## src/rtl/adc_level_quantizer_debounce_core_defines.svh

```systemverilog
// ----------------------------------------------------------------------------
// adc level quantizer debounce core - assertion macros
// shared concurrent assertion forms, clocked on clk and disabled in reset
// ----------------------------------------------------------------------------
`ifndef ADC_LEVEL_QUANTIZER_DEBOUNCE_CORE_DEFINES_SVH
`define ADC_LEVEL_QUANTIZER_DEBOUNCE_CORE_DEFINES_SVH

// same-cycle implication
`define ALQD_ASSERT_IMP(lbl, ante, cons, msg) \
  lbl: assert property (@(posedge clk) disable iff (!rst_n) (ante) |-> (cons)) \
    else $error(msg);

// next-cycle implication
`define ALQD_ASSERT_NEXT(lbl, ante, cons, msg) \
  lbl: assert property (@(posedge clk) disable iff (!rst_n) (ante) |=> (cons)) \
    else $error(msg);

`endif

```

## src/rtl/alqd_pkg.sv

```systemverilog
// ----------------------------------------------------------------------------
// alqd_pkg
// shared widths, defaults, register map and config types
// ----------------------------------------------------------------------------
package alqd_pkg;

  localparam int SAMPLE_W   = 12;
  localparam int LEVEL_W    = 7;
  localparam int MARGIN_W   = 6;
  localparam int LIMIT_W    = 4;
  localparam int FULL_SCALE = 4095;

  localparam int AVG_DEPTH_DEF   = 8;
  localparam int LEVEL_COUNT_DEF = 85;

  localparam int APB_DATA_W = 32;
  localparam int APB_ADDR_W = 4;

  localparam logic                RST_USE_HAND = 1'b0;
  localparam logic [MARGIN_W-1:0] RST_MARGIN   = MARGIN_W'(15);
  localparam logic [LIMIT_W-1:0]  RST_LIMIT    = LIMIT_W'(3);

  typedef enum logic [1:0] {
    REG_USE_HAND       = 2'd0,
    REG_ROUND_MARGIN   = 2'd1,
    REG_DEBOUNCE_LIMIT = 2'd2
  } reg_idx_t;

  typedef struct packed {
    logic                use_hand_channel;
    logic [MARGIN_W-1:0] round_margin;
    logic [LIMIT_W-1:0]  debounce_limit;
  } cfg_t;

endpackage

```

## src/rtl/alqd_if.sv

```systemverilog
// ----------------------------------------------------------------------------
// alqd_if
// valid/ready channels for sample transactions and level results
// ----------------------------------------------------------------------------
interface alqd_in_if import alqd_pkg::*; ();
  logic                valid;
  logic                ready;
  logic [SAMPLE_W-1:0] sample_hand;
  logic [SAMPLE_W-1:0] sample_foot;

  modport source (output valid, output sample_hand, output sample_foot, input ready);
  modport sink (input valid, input sample_hand, input sample_foot, output ready);
endinterface

interface alqd_out_if import alqd_pkg::*; ();
  logic                valid;
  logic                ready;
  logic [SAMPLE_W-1:0] average_value;
  logic [LEVEL_W-1:0]  raw_level;
  logic [LEVEL_W-1:0]  settled_level;

  modport source (output valid, output average_value, output raw_level,
                  output settled_level, input ready);
  modport sink (input valid, input average_value, input raw_level,
                input settled_level, output ready);
endinterface

```

## src/rtl/alqd_cdiv.sv

```systemverilog
// ----------------------------------------------------------------------------
// alqd_cdiv
// divide by a constant through a reciprocal multiply, exact over the input range
// ----------------------------------------------------------------------------
module alqd_cdiv #(
  parameter int DIVISOR = 1,
  parameter int IN_W    = 8,
  parameter int OUT_W   = 8
) (
  input  logic [IN_W-1:0]  dividend,
  output logic [OUT_W-1:0] quotient
);

  localparam int SHIFT = IN_W + $clog2(DIVISOR);
  localparam int M_W   = IN_W + 2;
  localparam int P_W   = (IN_W + M_W > SHIFT + OUT_W) ? (IN_W + M_W) : (SHIFT + OUT_W);
  localparam logic [P_W-1:0] RECIP =
    P_W'(((64'd1 << SHIFT) + 64'(DIVISOR) - 64'd1) / 64'(DIVISOR));

  logic [P_W-1:0] prod;

  assign prod     = P_W'(dividend) * RECIP;
  assign quotient = prod[SHIFT +: OUT_W];

endmodule

```

## src/rtl/alqd_cfg.sv

```systemverilog
// ----------------------------------------------------------------------------
// alqd_cfg
// apb register file: channel select, round margin, debounce limit
// also keeps the margin threshold prescaled to the running-sum domain
// ----------------------------------------------------------------------------
module alqd_cfg import alqd_pkg::*; #(
  parameter int AVG_DEPTH = AVG_DEPTH_DEF,
  parameter int THR_W     = $clog2(AVG_DEPTH) + MARGIN_W + 1
) (
  input  logic                  clk,
  input  logic                  rst_n,
  input  logic                  psel,
  input  logic                  penable,
  input  logic                  pwrite,
  input  logic [APB_ADDR_W-1:0] paddr,
  input  logic [APB_DATA_W-1:0] pwdata,
  output logic [APB_DATA_W-1:0] prdata,
  output logic                  pready,
  output cfg_t                  cfg,
  output logic [THR_W-1:0]      margin_thr
);

  localparam logic [THR_W-1:0] DEPTH_C = THR_W'(AVG_DEPTH);
  localparam logic [THR_W-1:0] THR_RST = THR_W'(AVG_DEPTH * (int'(RST_MARGIN) + 1));

  cfg_t             cfg_r, cfg_nxt;
  logic [THR_W-1:0] thr_r, thr_nxt;
  logic             wr_en;
  reg_idx_t         idx;

  assign pready = 1'b1;
  assign wr_en  = psel && penable && pwrite;
  assign idx    = reg_idx_t'(paddr[APB_ADDR_W-1:2]);

  always_comb begin
    cfg_nxt = cfg_r;
    thr_nxt = thr_r;
    if (wr_en) begin
      unique case (idx)
        REG_USE_HAND: begin
          cfg_nxt.use_hand_channel = pwdata[0];
        end
        REG_ROUND_MARGIN: begin
          cfg_nxt.round_margin = pwdata[MARGIN_W-1:0];
          thr_nxt = DEPTH_C * (THR_W'(pwdata[MARGIN_W-1:0]) + THR_W'(1));
        end
        REG_DEBOUNCE_LIMIT: begin
          cfg_nxt.debounce_limit = pwdata[LIMIT_W-1:0];
        end
        default: begin
        end
      endcase
    end
  end

  always_ff @(posedge clk) begin
    if (!rst_n) begin
      cfg_r.use_hand_channel <= RST_USE_HAND;
      cfg_r.round_margin     <= RST_MARGIN;
      cfg_r.debounce_limit   <= RST_LIMIT;
      thr_r                  <= THR_RST;
    end else begin
      cfg_r <= cfg_nxt;
      thr_r <= thr_nxt;
    end
  end

  always_comb begin
    unique case (idx)
      REG_USE_HAND:       prdata = APB_DATA_W'(cfg_r.use_hand_channel);
      REG_ROUND_MARGIN:   prdata = APB_DATA_W'(cfg_r.round_margin);
      REG_DEBOUNCE_LIMIT: prdata = APB_DATA_W'(cfg_r.debounce_limit);
      default:            prdata = '0;
    endcase
  end

  assign cfg        = cfg_r;
  assign margin_thr = thr_r;

endmodule

```

## src/rtl/alqd_window.sv

```systemverilog
// ----------------------------------------------------------------------------
// alqd_window
// moving-average window: sample shift line, fill count and running sum
// ----------------------------------------------------------------------------
module alqd_window import alqd_pkg::*; #(
  parameter int AVG_DEPTH = AVG_DEPTH_DEF,
  parameter int SUM_W     = SAMPLE_W + $clog2(AVG_DEPTH)
) (
  input  logic                clk,
  input  logic                rst_n,
  input  logic                push,
  input  logic [SAMPLE_W-1:0] sample,
  output logic [SUM_W-1:0]    sum_new
);

  localparam int CNT_W = $clog2(AVG_DEPTH + 1);
  localparam logic [CNT_W-1:0] FULL_C = CNT_W'(AVG_DEPTH);

  logic [SAMPLE_W-1:0] win_r [AVG_DEPTH];
  logic [CNT_W-1:0]    cnt_r, cnt_nxt;
  logic [SUM_W-1:0]    sum_r;
  logic [SAMPLE_W-1:0] oldest;

  // taps not yet filled since reset count as zero
  assign oldest  = (cnt_r == FULL_C) ? win_r[AVG_DEPTH-1] : '0;
  assign sum_new = sum_r - SUM_W'(oldest) + SUM_W'(sample);
  assign cnt_nxt = (cnt_r == FULL_C) ? cnt_r : cnt_r + CNT_W'(1);

  always_ff @(posedge clk) begin
    if (!rst_n) begin
      cnt_r <= '0;
      sum_r <= '0;
    end else if (push) begin
      cnt_r <= cnt_nxt;
      sum_r <= sum_new;
    end
  end

  always_ff @(posedge clk) begin
    if (push) begin
      win_r[0] <= sample;
      for (int i = 1; i < AVG_DEPTH; i++) begin
        win_r[i] <= win_r[i-1];
      end
    end
  end

endmodule

```

## src/rtl/alqd_level.sv

```systemverilog
// ----------------------------------------------------------------------------
// alqd_level
// average and quantized level straight from the running sum
// ----------------------------------------------------------------------------
module alqd_level import alqd_pkg::*; #(
  parameter int AVG_DEPTH   = AVG_DEPTH_DEF,
  parameter int LEVEL_COUNT = LEVEL_COUNT_DEF,
  parameter int SUM_W       = SAMPLE_W + $clog2(AVG_DEPTH),
  parameter int THR_W       = $clog2(AVG_DEPTH) + MARGIN_W + 1
) (
  input  logic [SUM_W-1:0]    sum,
  input  logic [THR_W-1:0]    margin_thr,
  output logic [SAMPLE_W-1:0] avg,
  output logic [LEVEL_W-1:0]  raw_level
);

  localparam int STEP  = FULL_SCALE / (LEVEL_COUNT - 1);
  localparam int DIV_L = AVG_DEPTH * STEP;
  localparam int Q_W   = LEVEL_W + 1;
  localparam logic [Q_W-1:0] TOP_C = Q_W'(LEVEL_COUNT - 1);

  logic [Q_W-1:0]   q_lvl;
  logic [Q_W-1:0]   q_bump;
  logic [SUM_W-1:0] thr_ext;
  logic [SUM_W-1:0] sum_less;
  logic             above_thr;
  logic             bump;

  // remainder above margin <=> (sum - depth*(margin+1)) / (depth*step) reaches the level
  assign thr_ext   = SUM_W'(margin_thr);
  assign above_thr = (sum >= thr_ext);
  assign sum_less  = above_thr ? (sum - thr_ext) : '0;

  alqd_cdiv #(.DIVISOR(AVG_DEPTH), .IN_W(SUM_W), .OUT_W(SAMPLE_W)) u_avg_div (
    .dividend (sum),
    .quotient (avg)
  );

  alqd_cdiv #(.DIVISOR(DIV_L), .IN_W(SUM_W), .OUT_W(Q_W)) u_lvl_div (
    .dividend (sum),
    .quotient (q_lvl)
  );

  alqd_cdiv #(.DIVISOR(DIV_L), .IN_W(SUM_W), .OUT_W(Q_W)) u_bump_div (
    .dividend (sum_less),
    .quotient (q_bump)
  );

  assign bump = above_thr && (q_bump >= q_lvl);

  always_comb begin
    if (q_lvl >= TOP_C) begin
      raw_level = TOP_C[LEVEL_W-1:0];
    end else begin
      raw_level = q_lvl[LEVEL_W-1:0] + LEVEL_W'(bump);
    end
  end

endmodule

```

## src/rtl/alqd_debounce.sv

```systemverilog
// ----------------------------------------------------------------------------
// alqd_debounce
// repeat counter that promotes a raw level to the stable level
// ----------------------------------------------------------------------------
module alqd_debounce import alqd_pkg::*; (
  input  logic               clk,
  input  logic               rst_n,
  input  logic               push,
  input  logic [LEVEL_W-1:0] raw_level,
  input  logic [LIMIT_W-1:0] debounce_limit,
  output logic [LEVEL_W-1:0] settled_level
);

  logic [LEVEL_W-1:0] prev_r, prev_nxt;
  logic [LIMIT_W-1:0] rep_r, rep_nxt;
  logic [LEVEL_W-1:0] held_r, held_nxt;

  always_comb begin
    prev_nxt = prev_r;
    rep_nxt  = rep_r;
    held_nxt = held_r;
    priority if (raw_level != prev_r) begin
      prev_nxt = raw_level;
      rep_nxt  = '0;
    end else if (rep_r < debounce_limit) begin
      rep_nxt = rep_r + LIMIT_W'(1);
    end else begin
      held_nxt = raw_level;
    end
  end

  always_ff @(posedge clk) begin
    if (!rst_n) begin
      prev_r <= '0;
      rep_r  <= '0;
      held_r <= '0;
    end else if (push) begin
      prev_r <= prev_nxt;
      rep_r  <= rep_nxt;
      held_r <= held_nxt;
    end
  end

  assign settled_level = held_nxt;

endmodule

```

## src/rtl/adc_level_quantizer_debounce_core.sv

```systemverilog
// ----------------------------------------------------------------------------
// adc_level_quantizer_debounce_core
// sample select, moving average, level quantizer and debounce, unless stalled, one transaction a cycle
// ----------------------------------------------------------------------------
// Takes one hand/foot sample pair per transaction and returns one result per
// transaction: the moving average of the last AVG_DEPTH selected samples, its
// quantized level and the debounced level. A new transaction is accepted every
// cycle while the output is not stalled; each one passes an input register and a
// result register, and its result is presented from the result register after
// the input register, once the output is not stalled. The rate is set by the
// running-sum update in the window. The window reads as zero after reset until
// it has been filled once. The user must write configuration through the apb
// port while no transaction is in flight; the block does not enforce this.
`include "adc_level_quantizer_debounce_core_defines.svh"

module adc_level_quantizer_debounce_core import alqd_pkg::*; #(
  parameter int AVG_DEPTH   = AVG_DEPTH_DEF,
  parameter int LEVEL_COUNT = LEVEL_COUNT_DEF
) (
  input  logic                  clk,
  input  logic                  rst_n,
  alqd_in_if.sink               in_ch,
  alqd_out_if.source            out_ch,
  input  logic                  psel,
  input  logic                  penable,
  input  logic                  pwrite,
  input  logic [APB_ADDR_W-1:0] paddr,
  input  logic [APB_DATA_W-1:0] pwdata,
  output logic [APB_DATA_W-1:0] prdata,
  output logic                  pready
);

  localparam int SUM_W = SAMPLE_W + $clog2(AVG_DEPTH);
  localparam int THR_W = $clog2(AVG_DEPTH) + MARGIN_W + 1;
  localparam logic [LEVEL_W-1:0] TOP_LVL = LEVEL_W'(LEVEL_COUNT - 1);

  cfg_t                cfg;
  logic [THR_W-1:0]    margin_thr;

  logic                smp_v_r, smp_v_nxt;
  logic [SAMPLE_W-1:0] smp_r;
  logic                out_v_r, out_v_nxt;
  logic [SAMPLE_W-1:0] avg_r;
  logic [LEVEL_W-1:0]  raw_r;
  logic [LEVEL_W-1:0]  stable_r;

  logic                in_acc;
  logic                adv;
  logic                out_stall;
  logic [SUM_W-1:0]    sum_new;
  logic [SAMPLE_W-1:0] avg_c;
  logic [LEVEL_W-1:0]  raw_c;
  logic [LEVEL_W-1:0]  stable_c;

  alqd_cfg #(.AVG_DEPTH(AVG_DEPTH), .THR_W(THR_W)) u_cfg (
    .clk        (clk),
    .rst_n      (rst_n),
    .psel       (psel),
    .penable    (penable),
    .pwrite     (pwrite),
    .paddr      (paddr),
    .pwdata     (pwdata),
    .prdata     (prdata),
    .pready     (pready),
    .cfg        (cfg),
    .margin_thr (margin_thr)
  );

  // handshake: the result register parts input and output sides
  assign adv          = smp_v_r && (!out_v_r || out_ch.ready);
  assign in_ch.ready  = !smp_v_r || !out_v_r || out_ch.ready;
  assign in_acc       = in_ch.valid && in_ch.ready;
  assign smp_v_nxt    = in_acc || (smp_v_r && !adv);
  assign out_v_nxt    = adv || (out_v_r && !out_ch.ready);
  assign out_stall    = out_v_r && !out_ch.ready;

  always_ff @(posedge clk) begin
    if (!rst_n) begin
      smp_v_r <= 1'b0;
      out_v_r <= 1'b0;
    end else begin
      smp_v_r <= smp_v_nxt;
      out_v_r <= out_v_nxt;
    end
  end

  always_ff @(posedge clk) begin
    if (in_acc) begin
      smp_r <= cfg.use_hand_channel ? in_ch.sample_hand : in_ch.sample_foot;
    end
  end

  alqd_window #(.AVG_DEPTH(AVG_DEPTH), .SUM_W(SUM_W)) u_window (
    .clk     (clk),
    .rst_n   (rst_n),
    .push    (adv),
    .sample  (smp_r),
    .sum_new (sum_new)
  );

  alqd_level #(
    .AVG_DEPTH   (AVG_DEPTH),
    .LEVEL_COUNT (LEVEL_COUNT),
    .SUM_W       (SUM_W),
    .THR_W       (THR_W)
  ) u_level (
    .sum        (sum_new),
    .margin_thr (margin_thr),
    .avg        (avg_c),
    .raw_level  (raw_c)
  );

  alqd_debounce u_debounce (
    .clk            (clk),
    .rst_n          (rst_n),
    .push           (adv),
    .raw_level      (raw_c),
    .debounce_limit (cfg.debounce_limit),
    .settled_level  (stable_c)
  );

  always_ff @(posedge clk) begin
    if (adv) begin
      avg_r    <= avg_c;
      raw_r    <= raw_c;
      stable_r <= stable_c;
    end
  end

  assign out_ch.valid         = out_v_r;
  assign out_ch.average_value = avg_r;
  assign out_ch.raw_level     = raw_r;
  assign out_ch.settled_level = stable_r;

  `ALQD_ASSERT_IMP(a_stall_blocks_input, out_stall && smp_v_r, !in_ch.ready, "input taken in stall")
  `ALQD_ASSERT_NEXT(a_adv_gives_result, adv, out_v_r, "advanced transaction lost")
  `ALQD_ASSERT_NEXT(a_result_held, out_stall, $stable({avg_r, raw_r, stable_r}), "result moved")
  `ALQD_ASSERT_IMP(a_lvl_range, out_v_r, raw_r <= TOP_LVL && stable_r <= TOP_LVL, "level too high")

endmodule

```

## src/flat_wrapper.sv

```systemverilog
// flat-port wrapper written by rule: the top's interface ports become plain ports
module adc_level_quantizer_debounce_core_flat import alqd_pkg::*;
#(
  parameter int AVG_DEPTH   = AVG_DEPTH_DEF,
  parameter int LEVEL_COUNT = LEVEL_COUNT_DEF
)
  (clk, rst_n, psel, penable, pwrite, paddr, pwdata, prdata, pready, in_ch_valid, in_ch_sample_hand, in_ch_sample_foot, in_ch_ready, out_ch_valid, out_ch_average_value, out_ch_raw_level, out_ch_settled_level, out_ch_ready);
  alqd_in_if in_ch_i ();
  alqd_out_if out_ch_i ();
  input  logic clk;
  input  logic rst_n;
  input  logic psel;
  input  logic penable;
  input  logic pwrite;
  input  logic [APB_ADDR_W-1:0] paddr;
  input  logic [APB_DATA_W-1:0] pwdata;
  output logic [APB_DATA_W-1:0] prdata;
  output logic pready;
  input wire logic [$bits(in_ch_i.valid)-1:0] in_ch_valid;
  input wire logic [$bits(in_ch_i.sample_hand)-1:0] in_ch_sample_hand;
  input wire logic [$bits(in_ch_i.sample_foot)-1:0] in_ch_sample_foot;
  output wire logic [$bits(in_ch_i.ready)-1:0] in_ch_ready;
  output wire logic [$bits(out_ch_i.valid)-1:0] out_ch_valid;
  output wire logic [$bits(out_ch_i.average_value)-1:0] out_ch_average_value;
  output wire logic [$bits(out_ch_i.raw_level)-1:0] out_ch_raw_level;
  output wire logic [$bits(out_ch_i.settled_level)-1:0] out_ch_settled_level;
  input wire logic [$bits(out_ch_i.ready)-1:0] out_ch_ready;
  assign in_ch_i.valid = in_ch_valid;
  assign in_ch_i.sample_hand = in_ch_sample_hand;
  assign in_ch_i.sample_foot = in_ch_sample_foot;
  assign in_ch_ready = in_ch_i.ready;
  assign out_ch_valid = out_ch_i.valid;
  assign out_ch_average_value = out_ch_i.average_value;
  assign out_ch_raw_level = out_ch_i.raw_level;
  assign out_ch_settled_level = out_ch_i.settled_level;
  assign out_ch_i.ready = out_ch_ready;
  adc_level_quantizer_debounce_core #(.AVG_DEPTH(AVG_DEPTH), .LEVEL_COUNT(LEVEL_COUNT)) u_core (.clk(clk), .rst_n(rst_n), .in_ch(in_ch_i), .out_ch(out_ch_i), .psel(psel), .penable(penable), .pwrite(pwrite), .paddr(paddr), .pwdata(pwdata), .prdata(prdata), .pready(pready));
endmodule
```

## config.mk

```make
export PLATFORM = sky130hd
export DESIGN_NAME = adc_level_quantizer_debounce_core_flat
export DESIGN_NICKNAME = d
export VERILOG_FILES = /design/src/rtl/alqd_pkg.sv /design/src/rtl/alqd_if.sv /design/src/rtl/alqd_cdiv.sv /design/src/rtl/alqd_cfg.sv /design/src/rtl/alqd_window.sv /design/src/rtl/alqd_level.sv /design/src/rtl/alqd_debounce.sv /design/src/rtl/adc_level_quantizer_debounce_core.sv /design/src/flat_wrapper.sv
export VERILOG_INCLUDE_DIRS = /design/src /design/src/rtl
export SDC_FILE = /design/constraint.sdc
export NUM_CORES = 1
export LEC_CHECK = 0
export ABC_AREA = 0
export BUFFER_PORTS_ARGS = -buffer_cell sky130_fd_sc_hd__buf_2
export CAP_MARGIN = 10
export CORE_UTILIZATION = 54
export DETAILED_ROUTE_END_ITERATION = 10
export GPL_ROUTABILITY_DRIVEN = 0
export PLACE_DENSITY = 0.69
export RECOVER_POWER = 100
export SYNTH_ARGS = -nofsm -noshare
export SYNTH_HDL_FRONTEND = slang
export SYNTH_SLANG_ARGS = --single-unit
```

## constraint.sdc

```tcl
create_clock -name clk -period 17.56 [get_ports clk]
set_clock_uncertainty 0.15 [all_clocks]
set_input_delay 0.878 -clock clk [delete_from_list [all_inputs] [get_ports clk]]
set_output_delay 0.878 -clock clk [all_outputs]
set_load 0.01 [all_outputs]
```

==> metrics.csv <==
metric,value,unit
multi_input_area,9730,um2
synthXorXnorAreaFrac,0.0303,
cp.required,17.60,ns
yosysSeqAreaShare,0.319,
synthCells,1526,
synth_cell_types,72,
area_delta_synth_final,7.44,%
path_common_cell,ha_1,
drc_errors,0,
dp_hpwl,26300,um
start_util,0.556,
slowest_delay,0.85,ns
ant_nets,0,
numCtsBuffers,17,
hold_path_class,flop to flop,
yosys_most_used_dff,edfxtp_1,
drv_cap,4,
diodes,0,
dr_total_vias,10800,
synth_edf_count,134,
cts_hold_buf,0,
utilization,0.597,
clock-sinks,191,
antenna_found_initial,0,
fill_cells,2460,
synth_area,16200,um2
rows,62,
cts.path.max_buffers,2,
synth_area_per_cell,10.6,um2
worst-path-max-fanout,22,
core_area,29100,um2
cts_tree,built,
yosys_warnings,0,
io_buffers,72,
wl,32400,um
clock_latency,0.44,ns
finalSetupViolCount,0,
synth_top_family_by_area,adder cells,
fin_crit_sh,0.891,
cp_slowest_cell,o31ai_1,
worstMarginPinSlew,3.54,ns
drt_iter0_drc,580,
grt_use_met1,0.322,
dieArea,30600,um2
ys_ff_latch,191,
hold_viol_final,0,
ctsResizeCount,0,
synth_compound_area_frac,0.0956,
violations,"capacitance limit, slew limit",
synth-simple-area-share,0.0912,
die_w,175,um
die_h,175,um
post-route-min-period,15.65,ns
clockRootBuffer,clkbuf_16,
slew-limit-headroom,-1.36,
drive_above_1_share,0.0649,
io_pins,128,
global_route.usage.met2,0.360,
viasPerCell,5.38,
grt.total_usage,0.226,
grt_max_degree,73,
cp-end-kind,flop,
avgRoutedWirePerCell,16.2,um
worstSetupStartpointType,flop,
fmax,63.9,MHz
setup_tns,0,ns
use_met3,0.0363,
status,"finished, violations left",
grt_pass1_vias,10800,
synthMuxAreaShare,0.0195,
critical_path_class,flop to flop,
firstDrtPassIters,5,
synthAdderAreaFrac,0.360,
post_cts_buffers,0,
rsz0062_at_grt,no,
arrival,15.69,ns
overflow,0,
clkTransAtPathRegs,0.07,ns
async_reset_ff_frac,0,
final-seq-area,5160,um2
nets,2057,
slew_viol_final,218,
grt_pass1_wl,54200,um
top_usage_layer,met2,
htreeDepth,4,
## sequential cells by signal (all words and copies together) (netlist names), 7 cells and up
signal                       count
u_core.u_window.win_r           96
u_core.u_debounce.held_r         7
u_core.smp_r                    12
u_core.out_ch.average_value     12
u_core.u_cfg.margin_thr          7
u_core.u_window.sum_r           15
u_core.out_ch.settled_level      7
u_core.out_ch.raw_level          7
u_core.u_cfg.cfg                11
u_core.u_debounce.prev_r         7
## stage by stage
stage               std cells  setup WS (ns)  area (um2)  hold slack [ns]
CTS                      2002           2.26       17500            0.264
finish                   2002           1.91       17400            0.262
detailed placement       1970           2.32       16900            0.255
floorplan                1551           4.10       16300            0.250
global placement         1970           2.53       16900            0.250
global route             2002          0.628       17400            0.274
## routing by layer
metal / routed length (um) / up-vias / part of all wire
met5: 0 / - / 0
met4: 549 / 0 / 0.017
met2: 15100 / 214 / 0.47
met3: 1320 / 35 / 0.041
li1: - / 5280 / -
met1: 15400 / 5242 / 0.48
## cell type report
class,count,area share
Multi-Input combinational cell,1029,0.560
Tap cell,384,0.0277
Timing Repair Buffer,87,0.0220
Sequential cell,191,0.297
Clock inverter,14,0.00785
Inverter,279,0.0604
Clock buffer,18,0.0247
## cell families after synthesis
kind of cell | Yosys count
xor gates and xnor gates | 55
muxes | 29
other | 2
adders and majority gates | 385
DFF | 191
buffers and inverters | 331
AOI/OAI and AO/OA | 236
and+or+nand+nor | 297
## path summary, 6_finish.rpt
path                                              end                              startpoint  slack (ns)  cells after the start
max reg2reg  u_core.out_ch.settled_level[6]$_DFFE_PP_   u_core.u_window.cnt_r[0]$_SDFFE_PN0P_        1.91                     62
max          u_core.out_ch.settled_level[6]$_DFFE_PP_   u_core.u_window.cnt_r[0]$_SDFFE_PN0P_        1.91                     62
min             u_core.u_window.win_r[1][5]$_DFFE_PP_  u_core.u_window.win_r[0][41]$_DFFE_PP_        0.26                      0
min reg2reg     u_core.u_window.win_r[1][5]$_DFFE_PP_  u_core.u_window.win_r[0][41]$_DFFE_PP_        0.26                      0
## cell usage after synthesis (6+ instances only)
cell type | number | area, um2
inv_1 | 276 | 1040
ha_1 | 252 | 3150
edfxtp_1 | 134 | 4020
fa_1 | 133 | 2660
nand2_1 | 89 | 334
a21oi_1 | 87 | 435
nor2_1 | 62 | 233
dfxtp_1 | 57 | 1140
xnor2_1 | 34 | 298
a21o_1 | 33 | 248
nand3_1 | 32 | 160
o21ai_0 | 31 | 155
buf_4 | 28 | 210
and2_1 | 24 | 150
clkbuf_1 | 21 | 78.8
mux2_2 | 20 | 225
xor2_1 | 20 | 175
a211oi_1 | 15 | 113
nand2b_1 | 15 | 93.8
nand4_1 | 14 | 87.6
nor3_1 | 14 | 70.1
nor2b_1 | 13 | 81.3
and3_1 | 11 | 68.8
mux2i_1 | 9 | 90.1
o21bai_1 | 9 | 67.6
a21bo_2 | 6 | 60.1
a31oi_1 | 6 | 37.5
o211ai_1 | 6 | 45.0
## layout by cell type, fill, tap and decap left out, types with 31 or more instances in the layout
cell type / instances
nor2_1: 62
edfxtp_1: 134
o21ai_0: 31
dfxtp_1: 57
a21oi_1: 87
inv_1: 276
nand2_1: 90
buf_2: 36
fa_1: 133
ha_1: 252
clkbuf_1: 49
nand3_1: 32
xnor2_1: 35
a21o_1: 33
## worst max-delay path, delay by kind of cell (launching register included)
family                   cells  cell delay (ns)
buffers and inverters       10             1.80
AO/OA/AOI/OAI               17             4.81
XOR/XNOR                     4             0.61
adder cells (fa/ha/maj)     13             4.59
flip-flops                   1             0.32
multiplexers                 1             0.34
AND/OR/NAND/NOR             17             2.72
Power is left out: the tool's default activity adds up to more than one toggle a clock period on the data nets, which glitch-free logic cannot reach.
